File: config.mk
export PLATFORM = sky130hd
export DESIGN_NAME = irc_message_field_parser_flat
export DESIGN_NICKNAME = d
export VERILOG_FILES = /design/src/rtl/core/imfp_pkg.sv /design/src/rtl/core/imfp_chan_if.sv /design/src/rtl/core/imfp_tagger.sv /design/src/rtl/core/irc_message_field_parser.sv /design/src/flat_wrapper.sv
export SDC_FILE = /design/constraint.sdc
export NUM_CORES = 1
export LEC_CHECK = 0
export BUFFER_PORTS_ARGS = -buffer_cell sky130_fd_sc_hd__buf_2
export CORE_UTILIZATION = 40
export CTS_BUF_LIST = sky130_fd_sc_hd__clkbuf_8
export DETAILED_ROUTE_END_ITERATION = 16
export PLACE_DENSITY_LB_ADDON = 0.05
export REMOVE_ABC_BUFFERS = 1
export SLEW_MARGIN = 20
export SYNTH_ARGS = -nofsm -noshare
export SYNTH_HDL_FRONTEND = slang
export SYNTH_SLANG_ARGS = --single-unit
File: constraint.sdc
create_clock -name clock -period 3.1 [get_ports clock]
set_clock_uncertainty 0.2 [all_clocks]
set_input_delay 0 -clock clock [delete_from_list [all_inputs] [get_ports clock]]
set_output_delay 0 -clock clock [all_outputs]
set_load 0.02 [all_outputs]
File: src/rtl/core/imfp_pkg.sv
`default_nettype none

package imfp_pkg;

   // Field kinds reported with every byte.
   localparam logic [2:0] KIND_NAME    = 3'd0;
   localparam logic [2:0] KIND_USER    = 3'd1;
   localparam logic [2:0] KIND_HOST    = 3'd2;
   localparam logic [2:0] KIND_COMMAND = 3'd3;
   localparam logic [2:0] KIND_PARAM   = 3'd4;
   localparam logic [2:0] KIND_SKIP    = 3'd5;

   localparam logic [7:0] CHAR_COLON = 8'h3A;
   localparam logic [7:0] CHAR_BANG  = 8'h21;
   localparam logic [7:0] CHAR_AT    = 8'h40;
   localparam logic [7:0] CHAR_SPACE = 8'h20;

   typedef struct packed {
      logic [7:0] data_byte;
      logic       last_byte;
   } req_payload_type;

   typedef struct packed {
      logic [2:0] field_kind;
      logic [3:0] param_index;
      logic [8:0] char_index;
      logic [7:0] out_byte;
      logic       is_trailing;
      logic       overflow;
      logic       message_end;
      logic [4:0] param_count;
   } rsp_payload_type;

endpackage

`default_nettype wire

File: src/rtl/core/imfp_chan_if.sv
`default_nettype none

interface imfp_chan_if #(
   parameter type payload_type = logic
);
   logic        valid;
   logic        ready;
   payload_type payload;

   modport source (output valid, output payload, input ready);
   modport sink (input valid, input payload, output ready);
endinterface

`default_nettype wire

File: src/rtl/core/imfp_tagger.sv
`default_nettype none

module imfp_tagger
   import imfp_pkg::*;
#(
   parameter int MAX_PARAMS    = 16,
   parameter int MAX_FIELD_LEN = 512
) (
   input  wire logic            clock,
   input  wire logic            reset,
   input  wire logic            advance,
   input  wire req_payload_type req,
   output rsp_payload_type      rsp
);

   localparam int PCW = $clog2(MAX_PARAMS + 1);
   localparam int CCW = $clog2(MAX_FIELD_LEN + 1);

   typedef enum logic [3:0] {
      PH_START,
      PH_NAME,
      PH_USER,
      PH_HOST,
      PH_PSKIP,
      PH_CMD,
      PH_PSPACE,
      PH_PARAM,
      PH_TRAIL
   } phase_type;

   phase_type      phase_ff, phase_in;
   logic [PCW-1:0] param_ff, param_in;
   logic [CCW-1:0] char_ff, char_in;
   logic           has_chars_ff, has_chars_in;
   logic           dropped_ff, dropped_in;

   logic [PCW-1:0] param_v;
   logic [CCW-1:0] char_v;
   logic           has_chars_v;
   logic           dropped_v;
   logic           clear_char;
   logic           start_param;
   logic           do_field;
   logic           do_param;
   logic           trailing;
   logic [2:0]     kind_v;
   logic [2:0]     field_kind_v;
   logic [PCW-1:0] count_v;
   logic [PCW-1:0] pidx_v;
   logic [PCW+3:0] pidx_ext;
   logic [PCW+4:0] count_ext;
   logic [CCW+8:0] cidx_ext;
   logic [8:0]     cidx_v;
   logic           ovf_v;
   logic [7:0]     b;

   assign b = req.data_byte;

   always_comb begin
      phase_in     = phase_ff;
      clear_char   = 1'b0;
      start_param  = 1'b0;
      do_field     = 1'b0;
      do_param     = 1'b0;
      trailing     = 1'b0;
      field_kind_v = KIND_SKIP;
      case (phase_ff)
         PH_NAME: begin
            if (b == CHAR_BANG) begin
               clear_char = 1'b1;
               phase_in   = PH_USER;
            end else if (b == CHAR_AT) begin
               clear_char = 1'b1;
               phase_in   = PH_HOST;
            end else if (b == CHAR_SPACE) begin
               phase_in = PH_PSKIP;
            end else begin
               do_field     = 1'b1;
               field_kind_v = KIND_NAME;
            end
         end
         PH_USER: begin
            if (b == CHAR_AT) begin
               clear_char = 1'b1;
               phase_in   = PH_HOST;
            end else if (b == CHAR_SPACE) begin
               phase_in = PH_PSKIP;
            end else begin
               do_field     = 1'b1;
               field_kind_v = KIND_USER;
            end
         end
         PH_HOST: begin
            if (b == CHAR_SPACE) begin
               phase_in = PH_PSKIP;
            end else begin
               do_field     = 1'b1;
               field_kind_v = KIND_HOST;
            end
         end
         PH_PSKIP: begin
            if (b != CHAR_SPACE) begin
               clear_char   = 1'b1;
               phase_in     = PH_CMD;
               do_field     = 1'b1;
               field_kind_v = KIND_COMMAND;
            end
         end
         PH_CMD: begin
            if (b == CHAR_SPACE) begin
               phase_in = PH_PSPACE;
            end else begin
               do_field     = 1'b1;
               field_kind_v = KIND_COMMAND;
            end
         end
         PH_PSPACE: begin
            if (b == CHAR_COLON) begin
               start_param = 1'b1;
               phase_in    = PH_TRAIL;
            end else if (b != CHAR_SPACE) begin
               start_param = 1'b1;
               phase_in    = PH_PARAM;
               do_param    = 1'b1;
            end
         end
         PH_PARAM: begin
            if (b == CHAR_SPACE) begin
               phase_in = PH_PSPACE;
            end else begin
               do_param = 1'b1;
            end
         end
         PH_TRAIL: begin
            do_param = 1'b1;
            trailing = 1'b1;
         end
         default: begin
            // Start of message: an optional prefix, a bare space, or the command.
            clear_char = 1'b1;
            if (b == CHAR_COLON) begin
               phase_in = PH_NAME;
            end else if (b == CHAR_SPACE) begin
               phase_in = PH_PSPACE;
            end else begin
               phase_in     = PH_CMD;
               do_field     = 1'b1;
               field_kind_v = KIND_COMMAND;
            end
         end
      endcase
   end

   always_comb begin
      param_v     = param_ff;
      char_v      = char_ff;
      has_chars_v = has_chars_ff;
      dropped_v   = dropped_ff;
      kind_v      = field_kind_v;
      pidx_v      = '0;
      cidx_ext    = '0;
      ovf_v       = 1'b0;

      if (clear_char) begin
         char_v = '0;
      end
      if (start_param) begin
         char_v      = '0;
         has_chars_v = 1'b0;
         if (param_ff < PCW'(MAX_PARAMS)) begin
            param_v   = param_ff + PCW'(1);
            dropped_v = 1'b0;
         end else begin
            dropped_v = 1'b1;
         end
      end

      if (do_param) begin
         kind_v = KIND_PARAM;
         if (dropped_v) begin
            ovf_v = 1'b1;
         end else begin
            pidx_v = param_v - PCW'(1);
         end
      end

      // A byte of a dropped parameter is neither counted nor stored.
      if (do_field || (do_param && !dropped_v)) begin
         if (char_v < CCW'(MAX_FIELD_LEN)) begin
            cidx_ext = {9'd0, char_v};
            char_v   = char_v + CCW'(1);
            if (do_param) begin
               has_chars_v = 1'b1;
            end
         end else begin
            ovf_v = 1'b1;
         end
      end

      count_v = '0;
      if (req.last_byte) begin
         count_v = param_v;
         if (phase_in == PH_TRAIL && !has_chars_v && !dropped_v && param_v != '0) begin
            count_v = param_v - PCW'(1);
         end
      end
   end

   assign pidx_ext  = {4'd0, pidx_v};
   assign count_ext = {5'd0, count_v};
   assign cidx_v    = cidx_ext[8:0];

   always_comb begin
      rsp.field_kind  = kind_v;
      rsp.param_index = pidx_ext[3:0];
      rsp.char_index  = cidx_v;
      rsp.out_byte    = b;
      rsp.is_trailing = trailing;
      rsp.overflow    = ovf_v;
      rsp.message_end = req.last_byte;
      rsp.param_count = count_ext[4:0];
   end

   // Next state; the last byte of a message returns everything to reset.
   always_comb begin
      param_in     = param_v;
      char_in      = char_v;
      has_chars_in = has_chars_v;
      dropped_in   = dropped_v;
      if (req.last_byte) begin
         param_in     = '0;
         char_in      = '0;
         has_chars_in = 1'b0;
         dropped_in   = 1'b0;
      end
   end

   always_ff @(posedge clock) begin
      if (reset) begin
         phase_ff     <= PH_START;
         param_ff     <= '0;
         char_ff      <= '0;
         has_chars_ff <= 1'b0;
         dropped_ff   <= 1'b0;
      end else if (advance) begin
         phase_ff     <= req.last_byte ? PH_START : phase_in;
         param_ff     <= param_in;
         char_ff      <= char_in;
         has_chars_ff <= has_chars_in;
         dropped_ff   <= dropped_in;
      end
   end

endmodule

`default_nettype wire

File: src/rtl/core/irc_message_field_parser.sv
// Channel   Direction  Payload                         Moves
// req_chan  in         data_byte, last_byte            one message byte per request
// rsp_chan  out        field_kind .. param_count       one tag per request
//
// One request is accepted per cycle while req_chan.ready is high; its tag is registered.
// The per-byte state update is a single pass of logic from the tagger's state registers.
// A result register plus a skid register sit on the output, so a request is still
// accepted while the previous result waits; req_chan.ready drops only when both hold.
// Synchronous reset returns the parser to the start of a message and empties the output.
`default_nettype none

module irc_message_field_parser
   import imfp_pkg::*;
#(
   parameter int MAX_PARAMS    = 16,
   parameter int MAX_FIELD_LEN = 512
) (
   input wire logic clock,
   input wire logic reset,
   imfp_chan_if.sink   req_chan,
   imfp_chan_if.source rsp_chan
);

   rsp_payload_type tag;
   logic            accept;
   logic            take;

   rsp_payload_type out_ff, out_in;
   logic            out_valid_ff, out_valid_in;
   rsp_payload_type skid_ff, skid_in;
   logic            skid_valid_ff, skid_valid_in;

   imfp_tagger #(
      .MAX_PARAMS    (MAX_PARAMS),
      .MAX_FIELD_LEN (MAX_FIELD_LEN)
   ) u_tagger (
      .clock   (clock),
      .reset   (reset),
      .advance (accept),
      .req     (req_chan.payload),
      .rsp     (tag)
   );

   assign req_chan.ready   = !skid_valid_ff;
   assign accept           = req_chan.valid && !skid_valid_ff;
   assign take             = out_valid_ff && rsp_chan.ready;
   assign rsp_chan.valid   = out_valid_ff;
   assign rsp_chan.payload = out_ff;

   always_comb begin
      out_in        = out_ff;
      out_valid_in  = out_valid_ff;
      skid_in       = skid_ff;
      skid_valid_in = skid_valid_ff;
      if (!out_valid_ff || take) begin
         if (skid_valid_ff) begin
            out_in        = skid_ff;
            out_valid_in  = 1'b1;
            skid_valid_in = 1'b0;
         end else if (accept) begin
            out_in       = tag;
            out_valid_in = 1'b1;
         end else begin
            out_valid_in = 1'b0;
         end
      end else if (accept) begin
         skid_in       = tag;
         skid_valid_in = 1'b1;
      end
   end

   always_ff @(posedge clock) begin
      if (reset) begin
         out_valid_ff  <= 1'b0;
         skid_valid_ff <= 1'b0;
      end else begin
         out_valid_ff  <= out_valid_in;
         skid_valid_ff <= skid_valid_in;
      end
      out_ff  <= out_in;
      skid_ff <= skid_in;
   end

endmodule

`default_nettype wire
File: src/flat_wrapper.sv
// flat-port wrapper written by rule: the top's interface ports become plain ports
module irc_message_field_parser_flat import imfp_pkg::*;
#(
   parameter int MAX_PARAMS    = 16,
   parameter int MAX_FIELD_LEN = 512
)
  (clock, reset, req_chan_valid, req_chan_payload, req_chan_ready, rsp_chan_valid, rsp_chan_payload, rsp_chan_ready);
  imfp_chan_if req_chan_i ();
  imfp_chan_if rsp_chan_i ();
  input wire logic clock;
  input wire logic reset;
  input wire logic [$bits(req_chan_i.valid)-1:0] req_chan_valid;
  input wire logic [$bits(req_chan_i.payload)-1:0] req_chan_payload;
  output wire logic [$bits(req_chan_i.ready)-1:0] req_chan_ready;
  output wire logic [$bits(rsp_chan_i.valid)-1:0] rsp_chan_valid;
  output wire logic [$bits(rsp_chan_i.payload)-1:0] rsp_chan_payload;
  input wire logic [$bits(rsp_chan_i.ready)-1:0] rsp_chan_ready;
  assign req_chan_i.valid = req_chan_valid;
  assign req_chan_i.payload = req_chan_payload;
  assign req_chan_ready = req_chan_i.ready;
  assign rsp_chan_valid = rsp_chan_i.valid;
  assign rsp_chan_payload = rsp_chan_i.payload;
  assign rsp_chan_i.ready = rsp_chan_ready;
  irc_message_field_parser #(.MAX_PARAMS(MAX_PARAMS), .MAX_FIELD_LEN(MAX_FIELD_LEN)) u_core (.clock(clock), .reset(reset), .req_chan(req_chan_i), .rsp_chan(rsp_chan_i));
endmodule
==> results of run 1 <==
==> flip-flops by register name, summed over array words and instances (netlist names) <==
| name | cells |
|---|---|
| u_core.u_tagger.char_ff | 10 |
| u_core.u_tagger.param_ff | 5 |
| u_core.u_tagger.phase_ff | 4 |
| u_core.rsp_chan.payload | 1 |
| u_core.rsp_chan.valid | 1 |
| u_core.skid_ff | 1 |
| u_core.skid_valid_ff | 1 |
| u_core.u_tagger.dropped_ff | 1 |
| u_core.u_tagger.has_chars_ff | 1 |
==> cell type report <==
class / instances / area (um2) / share of cell area [%]
tap: 48 / 60.1 / 3.51
sequential: 25 / 520 / 30.4
timing repair buffer: 13 / 92.6 / 5.41
clock buffer: 3 / 41.3 / 2.41
multi-input combinational: 154 / 967 / 56.5
inverter: 7 / 26.3 / 1.54
clock inverter: 1 / 3.75 / 0.219
==> path summary, 6_finish.rpt <==
check / start / end / slack (ns) / cells after the start
max: u_core.u_tagger.phase_ff[3] / u_core.u_tagger.char_ff[4] / 0.50 / 8
min: req_chan_payload / u_core.u_tagger.phase_ff[1] / 0.08 / 3
max reg2reg: u_core.u_tagger.phase_ff[3] / u_core.u_tagger.char_ff[4] / 0.50 / 8
min reg2reg: u_core.u_tagger.has_chars_ff / u_core.u_tagger.has_chars_ff / 0.27 / 2
==> power by group <==
part / internal, mW / switching, mW
Clock: 0.0888 / 0.107
Combinational: 0.0213 / 0.0373
Sequential: 0.330 / 0.00661
==> cells in the mapped netlist (3+ instances only) <==
cell,count
sky130_fd_sc_hd__a21oi_1,19
sky130_fd_sc_hd__and2_1,3
sky130_fd_sc_hd__and3_1,3
sky130_fd_sc_hd__buf_6,3
sky130_fd_sc_hd__clkbuf_1,4
sky130_fd_sc_hd__dfxtp_1,23
sky130_fd_sc_hd__inv_1,7
sky130_fd_sc_hd__nand2_1,21
sky130_fd_sc_hd__nand3_1,13
sky130_fd_sc_hd__nand4_1,5
sky130_fd_sc_hd__nor2_1,14
sky130_fd_sc_hd__nor2b_1,5
sky130_fd_sc_hd__nor3_1,3
sky130_fd_sc_hd__nor4_1,3
sky130_fd_sc_hd__nor4b_1,3
sky130_fd_sc_hd__o21ai_0,10
sky130_fd_sc_hd__o22ai_1,4
sky130_fd_sc_hd__or4_1,4
==> layer usage <==
layer	global-route usage (%)	vias to the layer above
met5	0	-
met4	7.22	0
met3	2.11	4
met2	34.2	35
met1	27.2	731
li1	-	750
==> cells by family (layout without fill, tap and decap cells) <==
| group | Yosys count | count (layout) | share of synthesized area (%) |
|---|---|---|---|
| simple gates | 94 | 94 | 33.9 |
| compound gates | 56 | 56 | 24.6 |
| flops | 25 | 25 | 33.0 |
| buf+inv | 17 | 24 | 5.78 |
| fa+ha+maj | 2 | 2 | 1.58 |
| xor+xnor | 2 | 2 | 1.11 |
==> through the flow <==
| stage | std cells | hold WS, ns | total power [mW] | utilization, % |
|---|---|---|---|---|
| after floorplan | 186 | -0.131 | 0.375 | - |
| after global placement | 242 | 0.136 | 0.398 | 43.5 |
| after detailed placement | 242 | 0.161 | 0.398 | 43.5 |
| after CTS | 251 | 0.0705 | 0.597 | 46.1 |
| after global routing | 251 | 0.0939 | 0.617 | 46.1 |
| final | 251 | 0.0802 | 0.591 | 46.1 |
==> worst max-delay path, cell delays in order (launching register included) <==
cell                       delay, ns
sky130_fd_sc_hd__dfxtp_1        0.49
sky130_fd_sc_hd__nor3b_1        0.31
sky130_fd_sc_hd__o21bai_1       0.22
sky130_fd_sc_hd__nand2_1        0.22
sky130_fd_sc_hd__and2_1         0.16
sky130_fd_sc_hd__ha_1           0.20
sky130_fd_sc_hd__nand3_1        0.14
sky130_fd_sc_hd__or4_1          0.52
sky130_fd_sc_hd__nand3_1        0.09
==> placed cells by master, fill, tap and decap left out, types with 4 or more instances in the layout <==
| cell | n |
|---|---|
| sky130_fd_sc_hd__nor2b_1 | 5 |
| sky130_fd_sc_hd__or4_1 | 4 |
| sky130_fd_sc_hd__nor2_1 | 14 |
| sky130_fd_sc_hd__o22ai_1 | 4 |
| sky130_fd_sc_hd__inv_1 | 8 |
| sky130_fd_sc_hd__a21oi_1 | 19 |
| sky130_fd_sc_hd__nand3_1 | 13 |
| sky130_fd_sc_hd__o21ai_0 | 10 |
| sky130_fd_sc_hd__dlygate4sd3_1 | 5 |
| sky130_fd_sc_hd__buf_2 | 7 |
| sky130_fd_sc_hd__nand4_1 | 5 |
| sky130_fd_sc_hd__dfxtp_1 | 23 |
| sky130_fd_sc_hd__nand2_1 | 21 |
==> impl_metrics.ini, run 1 <==
[status]
run_status = finished, final reports clean

[clock_tree]
cts_tree = done
cts.sinks = 25
cts_hold_buffers = 5
clock_latency_ns = 0.27
ctsResizeCount = 0
cts_setup_buffers = 0
h-tree-depth = 1
clock_tree.buffer_depth = 2
clock_slew_seen_by_the_registers_of_the_worst_setup_and_hold_paths_ns = 0.09
clk_tree_root_cell = sky130_fd_sc_hd__clkbuf_8
numCtsBuffers = 3

[drt]
route.antenna.remaining_nets = 0
vias = 1520
met2RoutedLength_mm = 1.83
route.detailed.drc = 0
avgRoutedWirePerCell_um = 15.4
wl_met3_um = 153
highest-signal-layer = met4
route.final.wire_length_mm = 3.87
dr.pass1.iters = 7
viasPerCell = 6.06
drt-met1-wl_mm = 1.84
initial_drc_count = 132

[global_routing]
grt_overflow_total = 0
grt_antenna_before_repair = 0
first_pass_grt_wire_length_mm = 6.67
via_count_of_the_first_global_routing_pass = 1417
maximum_number_of_pins_on_one_net_before_global_route_repair = 22
globalRouteTotalUtil_pct = 20.5

[timing]
hold_viol = 0
grt_setup_unrepaired = false
finalWorstSetupSlack_ns = 0.496
worst_pin_slew_ns = 0.775
fin_max_slew_vios = 0
slew_headroom_pct = 47.6
crit_path_time_final_ns = 2.60
setup_total_negative_slack_ns = 0
timing.fmax_mhz = 384
final_min_period_over_clock_period_pct = 84.0
setup_viol = 0

[floorplanning]
placementRows = 22
die_h_um = 64.8
die_area_um2 = 4200
io_pins = 8
initial_utilization_pct = 42.5
core_region_area_um2 = 3720
die-width_um = 64.8

[yosys]
post_synth.cell_area_avg_um2 = 8.06
postSynthCellCount = 196
ys_seq_area_share_pct = 33.0
synthDistinctLibCells = 54
synth.largest_area_cell = sky130_fd_sc_hd__dfxtp_1
synth.cell_area_um2 = 1580
postSynth.asyncResetShare_pct = 0
yosysWarnings = 0
synth_top_cells_by_area = sky130_fd_sc_hd__dfxtp_1 29%, sky130_fd_sc_hd__a21oi_1 6.0%, sky130_fd_sc_hd__nand2_1 5.0%
count_of_flip_flops_with_a_built_in_enable_after_synthesis = 2
synth.top_cell.area_share_pct = 29.2
postSynthRegisterBits = 25
postSynth.topFlopCell = sky130_fd_sc_hd__dfxtp_1

[worst_setup_path]
crit_path_start_kind = flop
worstPathMaxFanout = 11
endpoint_kind = flop
path_class = reg2reg
timing.critical_path.required_ns = 3.12
critical_path_arrival_ns = 2.62

[placed_design]
gp_congestion = 0.863
place.port_buffers = 7
placed_area_um2 = 1620
dp_worst_setup_slack_ns = 0.553
detailed_place_hpwl_mm = 2.72

[final_layout]
layout.cell_area.non_filler_um2 = 1710
fill_cells = 384
drive_above_1_share_pct = 8.37
area_delta_synth_final_pct = 8.40
num-nets-final = 211
diodes_inserted = 0

[power]
power.density_cell_area_nw_per_um2 = 345
ir_worst_vdd_v = 0.000159
power.leakage_nw = 0.625

[min_path]
hold_path.class = in2reg

[job]
max_cap_viol_count = 0
Power figures use the tool's default switching activity.
==> inputs of run 2 (changes only) <==
==> constraint.sdc (replaced) <==
create_clock -name clock -period 2.6 [get_ports clock]
set_clock_uncertainty 0.2 [all_clocks]
set_input_delay 0 -clock clock [delete_from_list [all_inputs] [get_ports clock]]
set_output_delay 0 -clock clock [all_outputs]
set_load 0.02 [all_outputs]
==> impl_metrics.ini, run 2 (same netlist as run 1, synthesis figures left out) <==
[worst_setup_path]
endpoint_kind = flop
r2r_start = u_core.u_tagger.phase_ff[3]
worstRegToRegCells = 8
timing.critical_path.required_ns = 2.62
critical_path_arrival_ns = 2.40
path_class = reg2reg
crit_path_start_kind = flop
worst_r2r_endpoint = u_core.u_tagger.char_ff[4]
worstPathMaxFanout = 11
setup.reg_to_reg.worst_slack_ns = 0.22

[global_routing]
globalRouteTotalUtil_pct = 20.5
via_count_of_the_first_global_routing_pass = 1486
grt_antenna_before_repair = 0
maximum_number_of_pins_on_one_net_before_global_route_repair = 22
first_pass_grt_wire_length_mm = 6.71
grt_overflow_total = 0

[clock_tree]
h-tree-depth = 1
clock_tree.buffer_depth = 2
cts_setup_buffers = 0
cts.sinks = 25
cts_tree = done
clock_latency_ns = 0.27
numCtsBuffers = 3
clk_tree_root_cell = sky130_fd_sc_hd__clkbuf_8
clock_slew_seen_by_the_registers_of_the_worst_setup_and_hold_paths_ns = 0.09

[final_layout]
registers.top_by_ff_count = u_core.u_tagger.char_ff
mostFrequentLayoutCells = 21 x sky130_fd_sc_hd__nand2_1, 21 x sky130_fd_sc_hd__dfxtp_1, 19 x sky130_fd_sc_hd__a21oi_1
area_delta_synth_final_pct = 8.95
num-nets-final = 212
layout.cell_area.non_filler_um2 = 1720
max_reg_flops = 10
drive_above_1_share_pct = 10.8
fin_util_pct = 46.3
biggestRegsByFlops = u_core.u_tagger.char_ff (10), u_core.u_tagger.param_ff (5), u_core.u_tagger.phase_ff (4)
diodes_inserted = 0

[power]
ir_worst_vdd_v = 0.000315
power.density_cell_area_nw_per_um2 = 414
power.leakage_nw = 0.627

[job]
max_cap_viol_count = 0

[drt]
route.antenna.remaining_nets = 0
route.final.wire_length_mm = 3.89
vias = 1571
avgRoutedWirePerCell_um = 15.4
initial_drc_count = 84
dr.pass1.iters = 4
route.detailed.drc = 0
viasPerCell = 6.23

[timing]
slew_headroom_pct = 66.8
timing.fmax_mhz = 420
fin_max_slew_vios = 0
final_min_period_over_clock_period_pct = 91.5
holdWs_ns = 0.0560
hold_viol = 0
setup_total_negative_slack_ns = 0
grt_setup_unrepaired = false
crit_path_time_final_ns = 2.38
worst_pin_slew_ns = 0.498
setup_viol = 0

[placed_design]
placed_area_um2 = 1630
detailed_place_hpwl_mm = 2.73
place.port_buffers = 7
gp_congestion = 0.817

[floorplanning]
initial_utilization_pct = 42.5
io_pins = 8
placementRows = 22
die_area_um2 = 4200
die_h_um = 64.8
die-width_um = 64.8
core_region_area_um2 = 3720

[min_path]
hp-start = req_chan_payload
min_to = u_core.u_tagger.param_ff[3]
min_delay_path_depth = 3
hold_path.class = in2reg

[status]
run_status = finished, final reports clean
[run 2: final cells by class]
type | instances | area, um2
clock buffer | 3 | 41.3
clock inverter | 1 | 5.00
fill | 389 | 2000
inverter | 7 | 26.3
multi-input combinational | 154 | 967
sequential | 25 | 523
tap | 48 | 60.1
timing repair buffer | 14 | 97.6
[run 2: worst max path at each step]
stage	startpoint	endpoint	slack, ns	cells past startpoint
after floorplan	u_core.u_tagger.phase_ff[3]	u_core.u_tagger.char_ff[4]	0.31	8
after detailed placement	u_core.u_tagger.phase_ff[3]	u_core.u_tagger.char_ff[4]	0.15	8
after CTS	u_core.u_tagger.phase_ff[3]	u_core.u_tagger.char_ff[4]	0.15	8
after global routing	u_core.u_tagger.phase_ff[3]	u_core.u_tagger.char_ff[4]	0.03	8
after global placement	u_core.u_tagger.phase_ff[3]	u_core.u_tagger.char_ff[4]	0.26	8
final	u_core.u_tagger.phase_ff[3]	u_core.u_tagger.char_ff[4]	0.22	8
[run 2: worst max-delay path, stage by stage, from the launching register on]
cell and delay [ns]:
sky130_fd_sc_hd__dfxtp_2 0.43, sky130_fd_sc_hd__nor3b_1 0.27, sky130_fd_sc_hd__o21bai_1 0.11, sky130_fd_sc_hd__nand2_1 0.17, sky130_fd_sc_hd__and2_1 0.16, sky130_fd_sc_hd__ha_1 0.21
sky130_fd_sc_hd__nand3_1 0.16, sky130_fd_sc_hd__or4_1 0.53, sky130_fd_sc_hd__nand3_1 0.09
[run 2: report_power, final]
part / leakage [nW] / internal (mW) / total (mW) / switching [mW]
logic: 0.395 / 0.0258 / 0.0705 / 0.0447
registers: 0.207 / 0.394 / 0.401 / 0.00768
clock network: 0.0255 / 0.108 / 0.240 / 0.132
[run 2: routing by layer]
metal	part of all wire, %	up-vias	GRT usage (%)
met2	46	36	34.5
li1	-	760	-
met1	48	771	26.0
met5	0	-	0
met4	0.98	0	6.39
met3	5.0	4	4.23
[run 2: repair_timing]
item / in CTS / in global routing
hold buffers: 4 / 0
gates resized for setup: 0 / 2
hold endpoints to repair: 10 / 0
setup endpoints to repair: 0 / 1
[run 2: through the flow]
stage	power, mW	setup slack (ns)	std cells
3_3_place_gp	0.475	0.256	244
5_1_grt	0.752	0.0291	252
3_5_place_dp	0.475	0.146	244
6_report	0.712	0.221	252
4_1_cts	0.723	0.146	252
2_1_floorplan	0.447	0.308	186
==> inputs of run 3 (changes only) <==
--- a/config.mk
+++ b/config.mk
@@ -6,6 +6,7 @@
 export NUM_CORES = 1
 export LEC_CHECK = 0
 export BUFFER_PORTS_ARGS = -buffer_cell sky130_fd_sc_hd__buf_2
+export CORE_ASPECT_RATIO = 1.75
 export CORE_UTILIZATION = 40
 export CTS_BUF_LIST = sky130_fd_sc_hd__clkbuf_8
 export DETAILED_ROUTE_END_ITERATION = 16
==> impl_metrics.ini, run 3 (same netlist as run 1, synthesis figures left out) <==
[status]
run_status = finished, final reports clean

[drt]
route.antenna.remaining_nets = 0
dr.pass1.iters = 4
vias = 1531
route.final.wire_length_mm = 4.12
route.detailed.drc = 0
avgRoutedWirePerCell_um = 16.3
viasPerCell = 6.05
initial_drc_count = 36

[worst_setup_path]
setup.reg_to_reg.worst_slack_ns = 0.15
worstPathMaxFanout = 10
critical_path_arrival_ns = 2.48
worstRegToRegCells = 7
cp_slowest_cell = sky130_fd_sc_hd__or4_1
r2r_start = u_core.u_tagger.phase_ff[0]
cp_top_family = simple AND/OR/NAND/NOR gates
timing.critical_path.required_ns = 2.63
crit_path_start_kind = flop
path_class = reg2reg
critical_path.cell_chain = or2b_1 -> nand2_1 -> and2_1 -> ha_1 -> nand3_1 -> or4_1 -> nand3_1
crit_top_cell = sky130_fd_sc_hd__nand3_1
max_stage_delay_ns = 0.54
path_buf_inv = 0
endpoint_kind = flop
worst_r2r_endpoint = u_core.u_tagger.char_ff[4]

[final_layout]
max_reg_flops = 10
num-nets-final = 215
biggestRegsByFlops = u_core.u_tagger.char_ff (10), u_core.u_tagger.param_ff (5), u_core.u_tagger.phase_ff (4)
mostFrequentLayoutCells = 22 x sky130_fd_sc_hd__dfxtp_1, 21 x sky130_fd_sc_hd__nand2_1, 19 x sky130_fd_sc_hd__a21oi_1
commonest_non_fill_non_tap_cell_in_the_layout = sky130_fd_sc_hd__dfxtp_1
diodes_inserted = 0
registers.top_by_ff_count = u_core.u_tagger.char_ff
drive_above_1_share_pct = 11.1
instances_no_fill = 253
area_delta_synth_final_pct = 10.5

[power]
ir_worst_vdd_v = 0.000214
power.leakage_nw = 0.640
power.density_cell_area_nw_per_um2 = 414
total_power_mw = 0.721

[timing]
fin_max_slew_vios = 0
setup_total_negative_slack_ns = 0
slew_headroom_pct = 58.0
setup_viol = 0
final_min_period_over_clock_period_pct = 94.4
holdWs_ns = 0.0663
finalWorstSetupSlack_ns = 0.146
worst_pin_slew_ns = 0.622
grt_setup_unrepaired = false
hold_viol = 0
timing.fmax_mhz = 408
crit_path_time_final_ns = 2.45

[clock_tree]
cts_setup_buffers = 0
h-tree-depth = 1
clk_tree_root_cell = sky130_fd_sc_hd__clkbuf_8
cts_tree = done
clock_tree.buffer_depth = 2
clock_slew_seen_by_the_registers_of_the_worst_setup_and_hold_paths_ns = 0.10
clock_latency_ns = 0.28
numCtsBuffers = 3
cts.sinks = 25

[global_routing]
maximum_number_of_pins_on_one_net_before_global_route_repair = 18
grt_overflow_total = 0
met1_track_utilization_from_global_routing_pct = 24.8
use_met2_pct = 38.0
first_pass_grt_wire_length_mm = 6.87
globalRouteMet3Util_pct = 1.61
globalRouteTotalUtil_pct = 20.8
layer_carrying_the_most_global_route_usage = met2
via_count_of_the_first_global_routing_pass = 1461
grt_antenna_before_repair = 0

[floorplanning]
die-width_um = 49.5
initial_utilization_pct = 42.7
placementRows = 29
io_pins = 8
core_region_area_um2 = 3700
die_area_um2 = 4210
die_h_um = 85.1

[min_path]
min_delay_path_depth = 3
hold_path.class = in2reg
min_to = u_core.u_tagger.phase_ff[1]
hp-start = req_chan_payload

[placed_design]
detailed_place_hpwl_mm = 2.99
numPlacedInstances = 244
gp_congestion = 0.882
dp_worst_setup_slack_ns = 0.163
place.port_buffers = 7

[job]
max_cap_viol_count = 0
==> run 3: changes by cell type in the layout (fill, tap and decap cells not counted) <==
cell and delta:
sky130_fd_sc_hd__dfxtp_1 +1, sky130_fd_sc_hd__clkinv_2 -1, sky130_fd_sc_hd__clkinvlp_4 +1, sky130_fd_sc_hd__dlygate4sd3_1 +1
sky130_fd_sc_hd__dfxtp_2 -1, sky130_fd_sc_hd__buf_4 +2
==> run 3: where the power goes <==
part / internal (mW) / total [mW] / switching, mW
clock: 0.109 / 0.246 / 0.137
sequential: 0.394 / 0.401 / 0.00749
combinational: 0.0283 / 0.0746 / 0.0462
total: 0.531 / 0.721 / 0.191
==> run 3: worst reg2reg max path, delay by kind of cell, from the launching register on <==
| kind | cells | cell delay, ns |
|---|---|---|
| AND/OR/NAND/NOR | 6 | 1.52 |
| flip-flops | 1 | 0.49 |
| adder cells (fa/ha/maj) | 1 | 0.21 |
==> run 3: final cells by class <==
| type | count | area, um2 |
|---|---|---|
| Multi-Input combinational cell | 154 | 967 |
| Clock inverter | 1 | 7.51 |
| Clock buffer | 3 | 41.3 |
| Sequential cell | 25 | 522 |
| Tap cell | 46 | 57.6 |
| Timing Repair Buffer | 17 | 123 |
| Inverter | 7 | 26.3 |
| Fill cell | 386 | 1960 |
==> run 3: how the worst max path moves through the flow <==
stage	start	end	slack, ns	cells past startpoint
after floorplan	u_core.u_tagger.phase_ff[3]	u_core.u_tagger.char_ff[4]	0.31	8
after global placement	u_core.u_tagger.phase_ff[0]	u_core.u_tagger.char_ff[4]	0.24	7
after detailed placement	u_core.u_tagger.phase_ff[3]	u_core.u_tagger.char_ff[4]	0.16	8
after CTS	u_core.u_tagger.phase_ff[3]	u_core.u_tagger.char_ff[4]	0.15	8
after global routing	u_core.u_tagger.phase_ff[0]	u_core.u_tagger.char_ff[4]	0.03	7
final	u_core.u_tagger.phase_ff[0]	u_core.u_tagger.char_ff[4]	0.15	7
==> run 3: stage by stage <==
stage	cell area (um2)	util, %
2_1_floorplan	1510	-
3_3_place_gp	1640	44.4
3_5_place_dp	1640	44.4
4_1_cts	1740	47.1
5_1_grt	1740	47.1
6_report	1740	47.1
==> run 3: metal layers <==
metal / part of all wire [%] / vias up
met1: 43 / 741
met5: 0 / -
li1: - / 762
met4: 1.1 / 0
met2: 55 / 24
met3: 1.7 / 4
==> run 3: what timing repair did <==
| action | 4_1_cts | 5_1_grt |
|---|---|---|
| resized for setup | 0 | 1 |
| setup endpoints to repair | 0 | 1 |
| hold endpoints to repair | 4 | 0 |
| hold buffers | 5 | 0 |
